**src/rtl/core/slc_pkg.sv**
```systemverilog
// shared types, constants and helpers for the source line classifier
package slc_pkg;

  localparam int COUNT_WIDTH  = 32;
  localparam int REPORT_WIDTH = 32;
  localparam int EXT_WIDTH    = (COUNT_WIDTH > REPORT_WIDTH) ? COUNT_WIDTH : REPORT_WIDTH;

  localparam logic [7:0] CH_NL     = 8'd10;
  localparam logic [7:0] CH_SPACE  = 8'd32;
  localparam logic [7:0] CH_STAR   = 8'd42;
  localparam logic [7:0] CH_SLASH  = 8'd47;
  localparam logic [7:0] CH_LBRACE = 8'd123;
  localparam logic [7:0] CH_RBRACE = 8'd125;

  typedef enum logic [2:0] {
    ST_EMPTY    = 3'd0,
    ST_CODE     = 3'd1,
    ST_SLASH    = 3'd2,
    ST_SINGLE   = 3'd3,
    ST_BLK_IN   = 3'd4,
    ST_BLK_STAR = 3'd5,
    ST_BLK_DONE = 3'd6
  } line_state_e;

  typedef enum logic [1:0] {
    CLS_EMPTY     = 2'd0,
    CLS_CODE      = 2'd1,
    CLS_COMMENT   = 2'd2,
    CLS_UNCOUNTED = 2'd3
  } line_class_e;

  typedef struct packed {
    logic code;
    logic comment;
    logic empty;
    logic total;
  } count_inc_t;

  typedef logic [COUNT_WIDTH-1:0] count_t;

  // low report bits of a counter, zero extended when the counter is narrower
  function automatic logic [REPORT_WIDTH-1:0] to_report(count_t v);
    logic [EXT_WIDTH-1:0] ext;
    ext = EXT_WIDTH'(v);
    return ext[REPORT_WIDTH-1:0];
  endfunction

endpackage

```
**src/rtl/core/slc_line_fsm.sv**
```systemverilog
// line state machine: tracks comment context and classifies each line at newline
module slc_line_fsm import slc_pkg::*; (
  input  logic        clk_i,
  input  logic        rst_ni,
  input  logic        step_i,
  input  logic [7:0]  ch_i,
  output line_class_e line_class_o,
  output count_inc_t  inc_o
);

  line_state_e state_q, state_d;
  logic        is_nl;

  assign is_nl = (ch_i == CH_NL);

  always_comb begin
    state_d = state_q;
    if (is_nl) begin
      unique case (state_q)
        ST_CODE, ST_SINGLE, ST_BLK_DONE: state_d = ST_EMPTY;
        ST_SLASH:                        state_d = ST_SLASH;
        ST_BLK_IN, ST_BLK_STAR:          state_d = ST_BLK_IN;
        default:                         state_d = ST_EMPTY;
      endcase
    end else begin
      unique case (state_q)
        ST_CODE, ST_SINGLE, ST_BLK_DONE: state_d = state_q;
        ST_SLASH: begin
          if (ch_i == CH_SLASH)     state_d = ST_SINGLE;
          else if (ch_i == CH_STAR) state_d = ST_BLK_IN;
          else                      state_d = ST_CODE;
        end
        ST_BLK_IN:   state_d = (ch_i == CH_STAR) ? ST_BLK_STAR : ST_BLK_IN;
        ST_BLK_STAR: state_d = (ch_i == CH_SLASH) ? ST_BLK_DONE : ST_BLK_IN;
        default: begin
          if (ch_i == CH_SPACE || ch_i == CH_LBRACE || ch_i == CH_RBRACE) begin
            state_d = ST_EMPTY;
          end else if (ch_i == CH_SLASH) begin
            state_d = ST_SLASH;
          end else begin
            state_d = ST_CODE;
          end
        end
      endcase
    end
  end

  // class and counter bumps only matter on a newline
  always_comb begin
    inc_o       = '0;
    inc_o.total = is_nl;
    unique case (state_q)
      ST_CODE: begin
        line_class_o = CLS_CODE;
        inc_o.code   = is_nl;
      end
      ST_SLASH: begin
        line_class_o = CLS_UNCOUNTED;
      end
      ST_SINGLE, ST_BLK_DONE, ST_BLK_IN, ST_BLK_STAR: begin
        line_class_o  = CLS_COMMENT;
        inc_o.comment = is_nl;
      end
      default: begin
        line_class_o = CLS_EMPTY;
        inc_o.empty  = is_nl;
      end
    endcase
  end

  always_ff @(posedge clk_i or negedge rst_ni) begin
    if (!rst_ni) begin
      state_q <= ST_EMPTY;
    end else if (step_i) begin
      state_q <= state_d;
    end
  end

endmodule

```
**src/rtl/core/slc_counters.sv**
```systemverilog
// saturating line counters
module slc_counters import slc_pkg::*; (
  input  logic       clk_i,
  input  logic       rst_ni,
  input  logic       step_i,
  input  count_inc_t inc_i,
  output count_t     code_o,
  output count_t     comment_o,
  output count_t     empty_o,
  output count_t     total_o
);

  count_t code_q, comment_q, empty_q, total_q;
  count_t code_d, comment_d, empty_d, total_d;

  function automatic count_t sat_inc(count_t v, logic en);
    return (en && v != '1) ? v + count_t'(1) : v;
  endfunction

  assign code_d    = sat_inc(code_q, inc_i.code);
  assign comment_d = sat_inc(comment_q, inc_i.comment);
  assign empty_d   = sat_inc(empty_q, inc_i.empty);
  assign total_d   = sat_inc(total_q, inc_i.total);

  always_ff @(posedge clk_i or negedge rst_ni) begin
    if (!rst_ni) begin
      code_q    <= '0;
      comment_q <= '0;
      empty_q   <= '0;
      total_q   <= '0;
    end else if (step_i) begin
      code_q    <= code_d;
      comment_q <= comment_d;
      empty_q   <= empty_d;
      total_q   <= total_d;
    end
  end

  assign code_o    = code_q;
  assign comment_o = comment_q;
  assign empty_o   = empty_q;
  assign total_o   = total_q;

endmodule

```
**src/rtl/core/source_line_classifier.sv**
```systemverilog
// top level: byte input register, line state machine, counters and result register
//
// Source line classifier. Takes one byte of C text per request and, for every
// newline byte, returns the line's class (empty, code, comment, or uncounted when
// the line ended right after a lone slash) with the running code, comment, empty
// and total line counts, which saturate. Other bytes return nothing. One byte is
// taken every cycle unless stalled; a newline's result is loaded into the result
// register as the newline leaves the byte register. The byte register only holds
// when a newline finds the result register still occupied and stalled; the counters
// themselves are the result payload, so they change only when a result is loaded.
module source_line_classifier import slc_pkg::*; (
  input  logic        clk_i,
  input  logic        rst_ni,
  input  logic        in_valid_i,
  output logic        in_stall_o,
  input  logic [7:0]  ch_i,
  output logic        out_valid_o,
  input  logic        out_stall_i,
  output logic [1:0]  line_class_o,
  output logic [31:0] code_lines_o,
  output logic [31:0] cmt_lines_o,
  output logic [31:0] blank_lines_o,
  output logic [31:0] all_lines_o
);

  logic        byte_valid_q;
  logic [7:0]  ch_q;
  logic        byte_nl;
  logic        step;
  logic        in_take;
  logic        out_free;
  logic        out_valid_q, out_valid_d;
  line_class_e cls, cls_q;
  count_inc_t  inc;
  count_t      code_cnt, comment_cnt, empty_cnt, total_cnt;

  assign byte_nl  = (ch_q == CH_NL);
  assign out_free = !out_valid_q || !out_stall_i;
  assign step     = byte_valid_q && (!byte_nl || out_free);
  assign in_stall_o = byte_valid_q && !step;
  assign in_take  = in_valid_i && !in_stall_o;

  always_ff @(posedge clk_i or negedge rst_ni) begin
    if (!rst_ni) begin
      byte_valid_q <= 1'b0;
    end else if (!in_stall_o) begin
      byte_valid_q <= in_valid_i;
    end
  end

  always_ff @(posedge clk_i) begin
    if (in_take) begin
      ch_q <= ch_i;
    end
  end

  slc_line_fsm u_fsm (
    .clk_i        (clk_i),
    .rst_ni       (rst_ni),
    .step_i       (step),
    .ch_i         (ch_q),
    .line_class_o (cls),
    .inc_o        (inc)
  );

  slc_counters u_cnt (
    .clk_i     (clk_i),
    .rst_ni    (rst_ni),
    .step_i    (step),
    .inc_i     (inc),
    .code_o    (code_cnt),
    .comment_o (comment_cnt),
    .empty_o   (empty_cnt),
    .total_o   (total_cnt)
  );

  always_comb begin
    out_valid_d = out_valid_q && out_stall_i;
    if (step && byte_nl) begin
      out_valid_d = 1'b1;
    end
  end

  always_ff @(posedge clk_i or negedge rst_ni) begin
    if (!rst_ni) begin
      out_valid_q <= 1'b0;
    end else begin
      out_valid_q <= out_valid_d;
    end
  end

  always_ff @(posedge clk_i) begin
    if (step && byte_nl) begin
      cls_q <= cls;
    end
  end

  assign out_valid_o     = out_valid_q;
  assign line_class_o    = cls_q;
  assign code_lines_o    = to_report(code_cnt);
  assign cmt_lines_o     = to_report(comment_cnt);
  assign blank_lines_o   = to_report(empty_cnt);
  assign all_lines_o     = to_report(total_cnt);

endmodule

```
**config.mk**
```make
export PLATFORM = sky130hd
export DESIGN_NAME = source_line_classifier
export DESIGN_NICKNAME = d
export VERILOG_FILES = /design/src/rtl/core/slc_pkg.sv /design/src/rtl/core/slc_line_fsm.sv /design/src/rtl/core/slc_counters.sv /design/src/rtl/core/source_line_classifier.sv
export SDC_FILE = /design/constraint.sdc
export NUM_CORES = 1
export LEC_CHECK = 0
export ABC_AREA = 1
export BUFFER_PORTS_ARGS = -buffer_cell sky130_fd_sc_hd__buf_2
export CAP_MARGIN = 20
export CORE_MARGIN = 2
export CORE_UTILIZATION = 53
export DETAILED_ROUTE_END_ITERATION = 10
export PLACE_DENSITY = 0.78
export SLEW_MARGIN = 0
export SYNTH_ARGS = -nofsm -noshare
export SYNTH_HDL_FRONTEND = slang
export SYNTH_SLANG_ARGS = --single-unit
```
**constraint.sdc**
```tcl
create_clock -name clk_i -period 1.7 [get_ports clk_i]
set_input_delay 0.425 -clock clk_i [delete_from_list [all_inputs] [get_ports clk_i]]
set_output_delay 0.425 -clock clk_i [all_outputs]
set_load 0.02 [all_outputs]
```
==> results of run 1 <==
==> power breakdown <==
| part | leakage (nW) | total (mW) | internal [mW] | switching (mW) |
|---|---|---|---|---|
| Combinational | 4.27 | 0.426 | 0.149 | 0.277 |
| Clock | 0.314 | 4.12 | 2.63 | 1.49 |
| Sequential | 1.94 | 3.54 | 3.49 | 0.0483 |
==> timing repair <==
item | CTS | global route
hold buffers | 1 | 0
cloned | 2 | 2
buffers inserted | 8 | 7
hold endpoints to repair | 32 | 0
gates resized for setup | 11 | 5
endpoints found under the setup margin | 8 | 131
pin swaps | 3 | 3
==> cell usage in the layout (no fill, tap or decap), drive strengths merged <==
cell         count
nand2          847
buf            277
nor2           237
dfrtp          133
nand3b          60
inv             54
xor2            43
clkbuf          26
xnor2           17
nand3           13
edfxtp          10
clkinv           5
ha               4
bufinv           4
o211ai           2
o31ai            1
and2             1
nor3             1
o21ai            1
dlygate4sd3      1
==> kinds of logic after synthesis <==
group / share of synthesized area [%]
fa+ha+maj: 0.522
compound gates: 0.287
xor+xnor: 5.48
buf+inv: 4.83
simple gates: 51.0
flops: 37.9
==> flip-flops by register name, summed over array words and instances (netlist names) <==
signal,count
byte_valid_q,1
out_valid_o,1
u_cnt.code_o,32
u_cnt.empty_o,32
ch_q,8
line_class_o,2
u_cnt.comment_o,32
u_fsm.state_q,3
u_cnt.total_o,32
==> per-layer routing <==
layer	track usage, %	wire (µm)
met1	36.5	11700
met5	0	0
met4	8.32	365
met2	46.5	13000
met3	5.33	1920
==> cell type report <==
cell class | instances | area, µm²
well taps | 229 | 287
multi-input cells | 1227 | 5530
flip-flops and latches | 143 | 3640
clock inverters | 8 | 151
repair buffers | 280 | 2000
inverters | 55 | 211
fillers | 1501 | 5530
clock buffers | 24 | 493
==> worst paths after layout <==
path                                     end            start  slack [ps]  cells after the start
min                                  ch_q[1]          ch_i[1]         180                      1
max reg2reg                u_cnt.empty_o[15]          ch_q[0]        -150                     13
max in group asynchronous   u_cnt.total_o[0]           rst_ni         660                      3
min in group asynchronous   u_cnt.empty_o[9]           rst_ni         470                      2
max                               in_stall_o          ch_q[7]        -220                      6
min reg2reg                  u_cnt.code_o[1]  u_cnt.code_o[1]         520                      2
==> per-stage QoR <==
| stage | setup TNS (ps) | utilization (%) | setup WS (ps) | power, mW |
|---|---|---|---|---|
| after floorplan | 0 | - | 16.5 | 3.81 |
| after CTS | -4390 | 68.4 | -219 | 8.12 |
| after global routing | -22040 | 69.0 | -295 | 8.31 |
| after detailed placement | -5.39 | 63.8 | -5.39 | 3.99 |
| after global placement | -9.34 | 63.8 | -9.34 | 3.98 |
| final | -7690 | 69.0 | -220 | 8.08 |
==> metrics.csv, run 1 <==
metric,value,unit
status,finished with violations,
failed_checks,setup timing,
drive_gt1_share,22.9,%
critPathMaxFanout,2,
dieArea,0.0192,mm²
first_global_vias,9441,
slowest_delay,400,ps
row_count,49,
drtAntennaViolNets,0,
final_max_slew_viol_count,0,
netlist_instances,1449,
synth_area_leaders,"dfrtp_1 35%, nand2_1 32%, nor2_1 8.5%",
cts_buffers,17,
ys.flop_type,dfrtp_1,
worst_slew_pin_slew,413,ps
fin_crit_sh,113,%
cts_tree,yes,
vias,10100,
die_y,138,µm
clk_latency,420,ps
ys_types,28,
drt_iter0_markers,775,
firstDrtPassIters,7,
crit_family,simple AND/OR/NAND/NOR gates,
slew_headroom,72.3,%
grt_start_max_net_pins,38,
worst_clock_skew,11.8,ps
grt_setup_unrepaired,true,
yosysMostFrequentCell,nand2_1,
yosysTopAreaCellShare,34.7,%
syn-num-nets,1465,
viasPerCell,5.12,
clock_sinks,143,
antenna_found_initial,0,
routed_wl,27000,µm
grt_first_pass_wirelength,44200,µm
n_antenna_cell,0,
critical_path_class,reg2out,
arrival,1490,ps
htreeDepth,4,
path_cells,"nor2_2, nand2_2, nor2_4, nand3_4, inv_2, buf_6",
fmax,521,MHz
layoutNonFillerInstCount,1966,
cts_buffer_depth,2,
worst-path-buf-inv,2,
setup_viol_count_final,117,
hold_violations,0,
wl_per_cell,13.7,µm
yosysSeqAreaShare,37.9,%
core_area,0.0178,mm²
synth.largest_area_cell,dfrtp_1,
overflow,0,
ys_ff_latch,143,
start_kind,flip-flop,
synth_area_per_cell,6.61,µm²
maxCapViolations,0,
fin_area,0.0123,mm²
fin_crit,1920,ps
path_clk_slew,60,ps
start_util,53.7,%
async_flop_share,93.0,%
gp_congestion,0.929,
final_nets,1740,
vdd_ir_drop_max,0.705,mV
portBuffers,143,
p_leak,6.52,nW
worstPathRequired,1270,ps
netlist_area,0.00958,mm²
root_buffer,clkbuf_16,
ios,144,
dp.cells,1914,
grt.total_usage,27.7,%
synthToLayoutAreaGrowth,28.5,%
drcViolationCount,0,
critPathCaptureType,output port,
power.density_cell_area,657,mW/mm²
synth_edf_count,10,
holdWs,177,ps
placed_area,0.0114,mm²
dpl.hpwl,19400,µm
dieWidth,138,µm
setup_ws,-220,ps
cpMaxStageDelayCell,edfxtp_1,
yosys-top-cells-count,"813 x nand2_1, 217 x nor2_1, 133 x dfrtp_1, 60 x nand3b_1, 46 x inv_1",
synth_warnings,0,
min_path_type,in2reg,
(Power assumes the default switching activity.)
==> inputs of run 2 (changes only) <==
--- a/config.mk
+++ b/config.mk
@@ -9,9 +9,9 @@
 export BUFFER_PORTS_ARGS = -buffer_cell sky130_fd_sc_hd__buf_2
 export CAP_MARGIN = 20
 export CORE_MARGIN = 2
-export CORE_UTILIZATION = 53
+export CORE_UTILIZATION = 58
 export DETAILED_ROUTE_END_ITERATION = 10
-export PLACE_DENSITY = 0.78
+export PLACE_DENSITY = 0.81
 export SLEW_MARGIN = 0
 export SYNTH_ARGS = -nofsm -noshare
 export SYNTH_HDL_FRONTEND = slang
==> constraint.sdc (replaced) <==
create_clock -name clk_i -period 2 [get_ports clk_i]
set_input_delay 0.5 -clock clk_i [delete_from_list [all_inputs] [get_ports clk_i]]
set_output_delay 0.5 -clock clk_i [all_outputs]
set_load 0.02 [all_outputs]
==> run 2 against run 1 <==
The run still ends with setup timing left; sequential power decreased by 15%; combinational power decreased by 17%; worst setup slack improved by 210 ps; critical path depth unchanged; count of clock-buffer cells in the layout decreased by 2; non-clock buffer count decreased by 102; sequential share of layout area increased by 2.5 points; clock skew increased by 3.2 ps; clock power decreased by 21%; utilization increased by 1.8 points; flip-flop and latch count unchanged; largest power group unchanged.
==> metrics.csv, run 2 (synthesized netlist as in run 1, its figures left out) <==
metric,value,unit,change
status,finished with violations,,
failed_checks,setup timing,,
dieArea,0.0176,mm²,-8.4%
placed_area,0.0106,mm²,-7.0%
fmax,499,MHz,
r2r_end,u_cnt.code_o[28],,
slew_headroom,69.3,%,-3.1 points
vias,9663,,-4.1%
holdWs,3.68,ps,-173 ps
grt_start_max_net_pins,45,,+18%
synthToLayoutAreaGrowth,18.2,%,
critical_path_class,reg2out,,
vdd_ir_drop_max,0.699,mV,-0.89%
gp_congestion,0.938,,+0.94%
first_global_vias,8792,,-6.9%
grt.total_usage,28.7,%,+1.0 points
clock_sinks,143,,unchanged
ios,144,,unchanged
post-route-util,70.8,%,+1.8 points
firstDrtPassIters,5,,-2
hold_violations,0,,unchanged
endpoint,in_stall_o,,
power.density_cell_area,583,mW/mm²,-11%
drive_gt1_share,17.3,%,-5.5 points
portBuffers,143,,unchanged
cpMaxStageDelayCell,edfxtp_1,,
fin_crit_sh,100,%,
die_y,133,µm,-4.3%
arrival,1510,ps,+20 ps
row_count,46,,-6.1%
viasPerCell,5.21,,+1.6%
htreeDepth,4,,unchanged
start_kind,flip-flop,,
worst_slew_pin_slew,461,ps,+47.8 ps
drtAntennaViolNets,0,,unchanged
worstPathRequired,1500,ps,+230 ps
setup_viol_count_final,1,,-99%
critPathCaptureType,output port,,
slowest_delay,420,ps,+20 ps
fin_crit,2010,ps,
worst_clock_skew,15.1,ps,+3.25 ps
grt_first_pass_wirelength,41600,µm,-5.8%
min_path_type,in2async,,
setup_ws,-5.87,ps,+214 ps
p_leak,5.94,nW,-9.0%
routed_wl,25300,µm,-6.3%
drcViolationCount,0,,unchanged
final_max_slew_viol_count,0,,unchanged
reg2reg_depth,9,,-4
fin_area,0.0113,mm²,-8.0%
antenna_found_initial,2,,+2
cts_buffers,17,,unchanged
cp-startpoint,ch_q[5],,
final_cell_mix,"810 x nand2_1, 214 x nor2_1, 141 x buf_2",,
cts_buffer_depth,2,,unchanged
overflow,0,,unchanged
critPathMaxFanout,3,,+1
final_nets,1640,,-5.7%
core_area,0.0160,mm²,-10%
ff2ff_setup_slack,180,ps,+330 ps
reg2reg_from,ch_q[0],,
path_clk_slew,70,ps,about the same
maxCapViolations,0,,unchanged
holdBufCountCts,0,,-1
cts_tree,yes,,
start_util,59.9,%,+6.2 points
drt_iter0_markers,670,,-14%
final_common_cell,nand2_1,,
dieWidth,133,µm,-4.3%
clk_latency,430,ps,about the same
dpl.hpwl,18000,µm,-7.3%
path_cells,"nor2_2, nand2_2, nor2_4, nand3_4, inv_2, buf_6",,
root_buffer,clkbuf_16,,
grt_setup_unrepaired,true,,
setup_tns,-5.87,ps,+7680 ps
wl_per_cell,13.6,µm,-0.73%
## run 2: changes by cell type in the layout (fill, tap and decap cells not counted), moves of 2 or more
cell       before  now
buf_12         13    6
buf_16          2    0
buf_4         119   27
clkbuf_16      20   17
clkinv_2        1    3
dfrtp_1       125  133
dfrtp_2         8    0
diode_2         0    2
ha_1            0    4
ha_2            4    0
nand2_1       808  810
nand2_2        35   33
nor2_4         15   17
## run 2: report_power, final
part	total [mW]	switching [mW]	internal, mW
Sequential	3.01	0.0440	2.96
Clock	3.24	1.25	1.99
Combinational	0.353	0.241	0.112
## run 2: worst max-delay path: cells and delay by family, from the launching register on
kind | cells | cell delay [ps]
flip-flops | 1 | 420
buffers and inverters | 2 | 180
AND/OR/NAND/NOR | 4 | 480
## run 2: what timing repair did
action / CTS / global route
gates cloned: 0 / 2
pin swaps: 1 / 3
setup buffers: 2 / 6
setup endpoints to repair: 3 / 99
gates resized for setup: 8 / 9
## run 2: metal layers
metal,vias up,GRT usage (%),wire length (µm)
li1,4776,-,-
met4,0,9.44,622
met3,54,5.75,1630
met5,-,0,0
met2,342,46.7,11900
met1,4491,38.6,11100
## run 2: worst min-delay path by stage
stage                     slack [ps]          endpoint   start  depth (start not counted)
after detailed placement         470  u_cnt.empty_o[7]  rst_ni                          1
final                              4   u_cnt.code_o[2]  rst_ni                          1
after global routing              30  u_cnt.empty_o[7]  rst_ni                          1
after floorplan                  200      byte_valid_q  rst_ni                          0
after global placement           470  u_cnt.empty_o[7]  rst_ni                          1
after CTS                         20  u_cnt.empty_o[1]  rst_ni                          1
## run 2: layout make-up
type	instances	area (µm²)
antenna	2	5.00
inverter	55	211
clock buffer	22	454
multi-input combinational	1229	5540
tap	216	270
sequential	143	3630
clock inverter	10	136
fill	1417	4680
timing repair buffer	178	1080
## run 2: stage by stage
stage | worst slack (ps) | instances | total power [mW]
finish | -5.87 | 1855 | 6.60
global route | -64.8 | 1855 | 6.82
CTS | -14.9 | 1845 | 6.60
detailed placement | 3.74 | 1811 | 3.38
global placement | 105 | 1811 | 3.37
floorplan | 186 | 1449 | 3.24
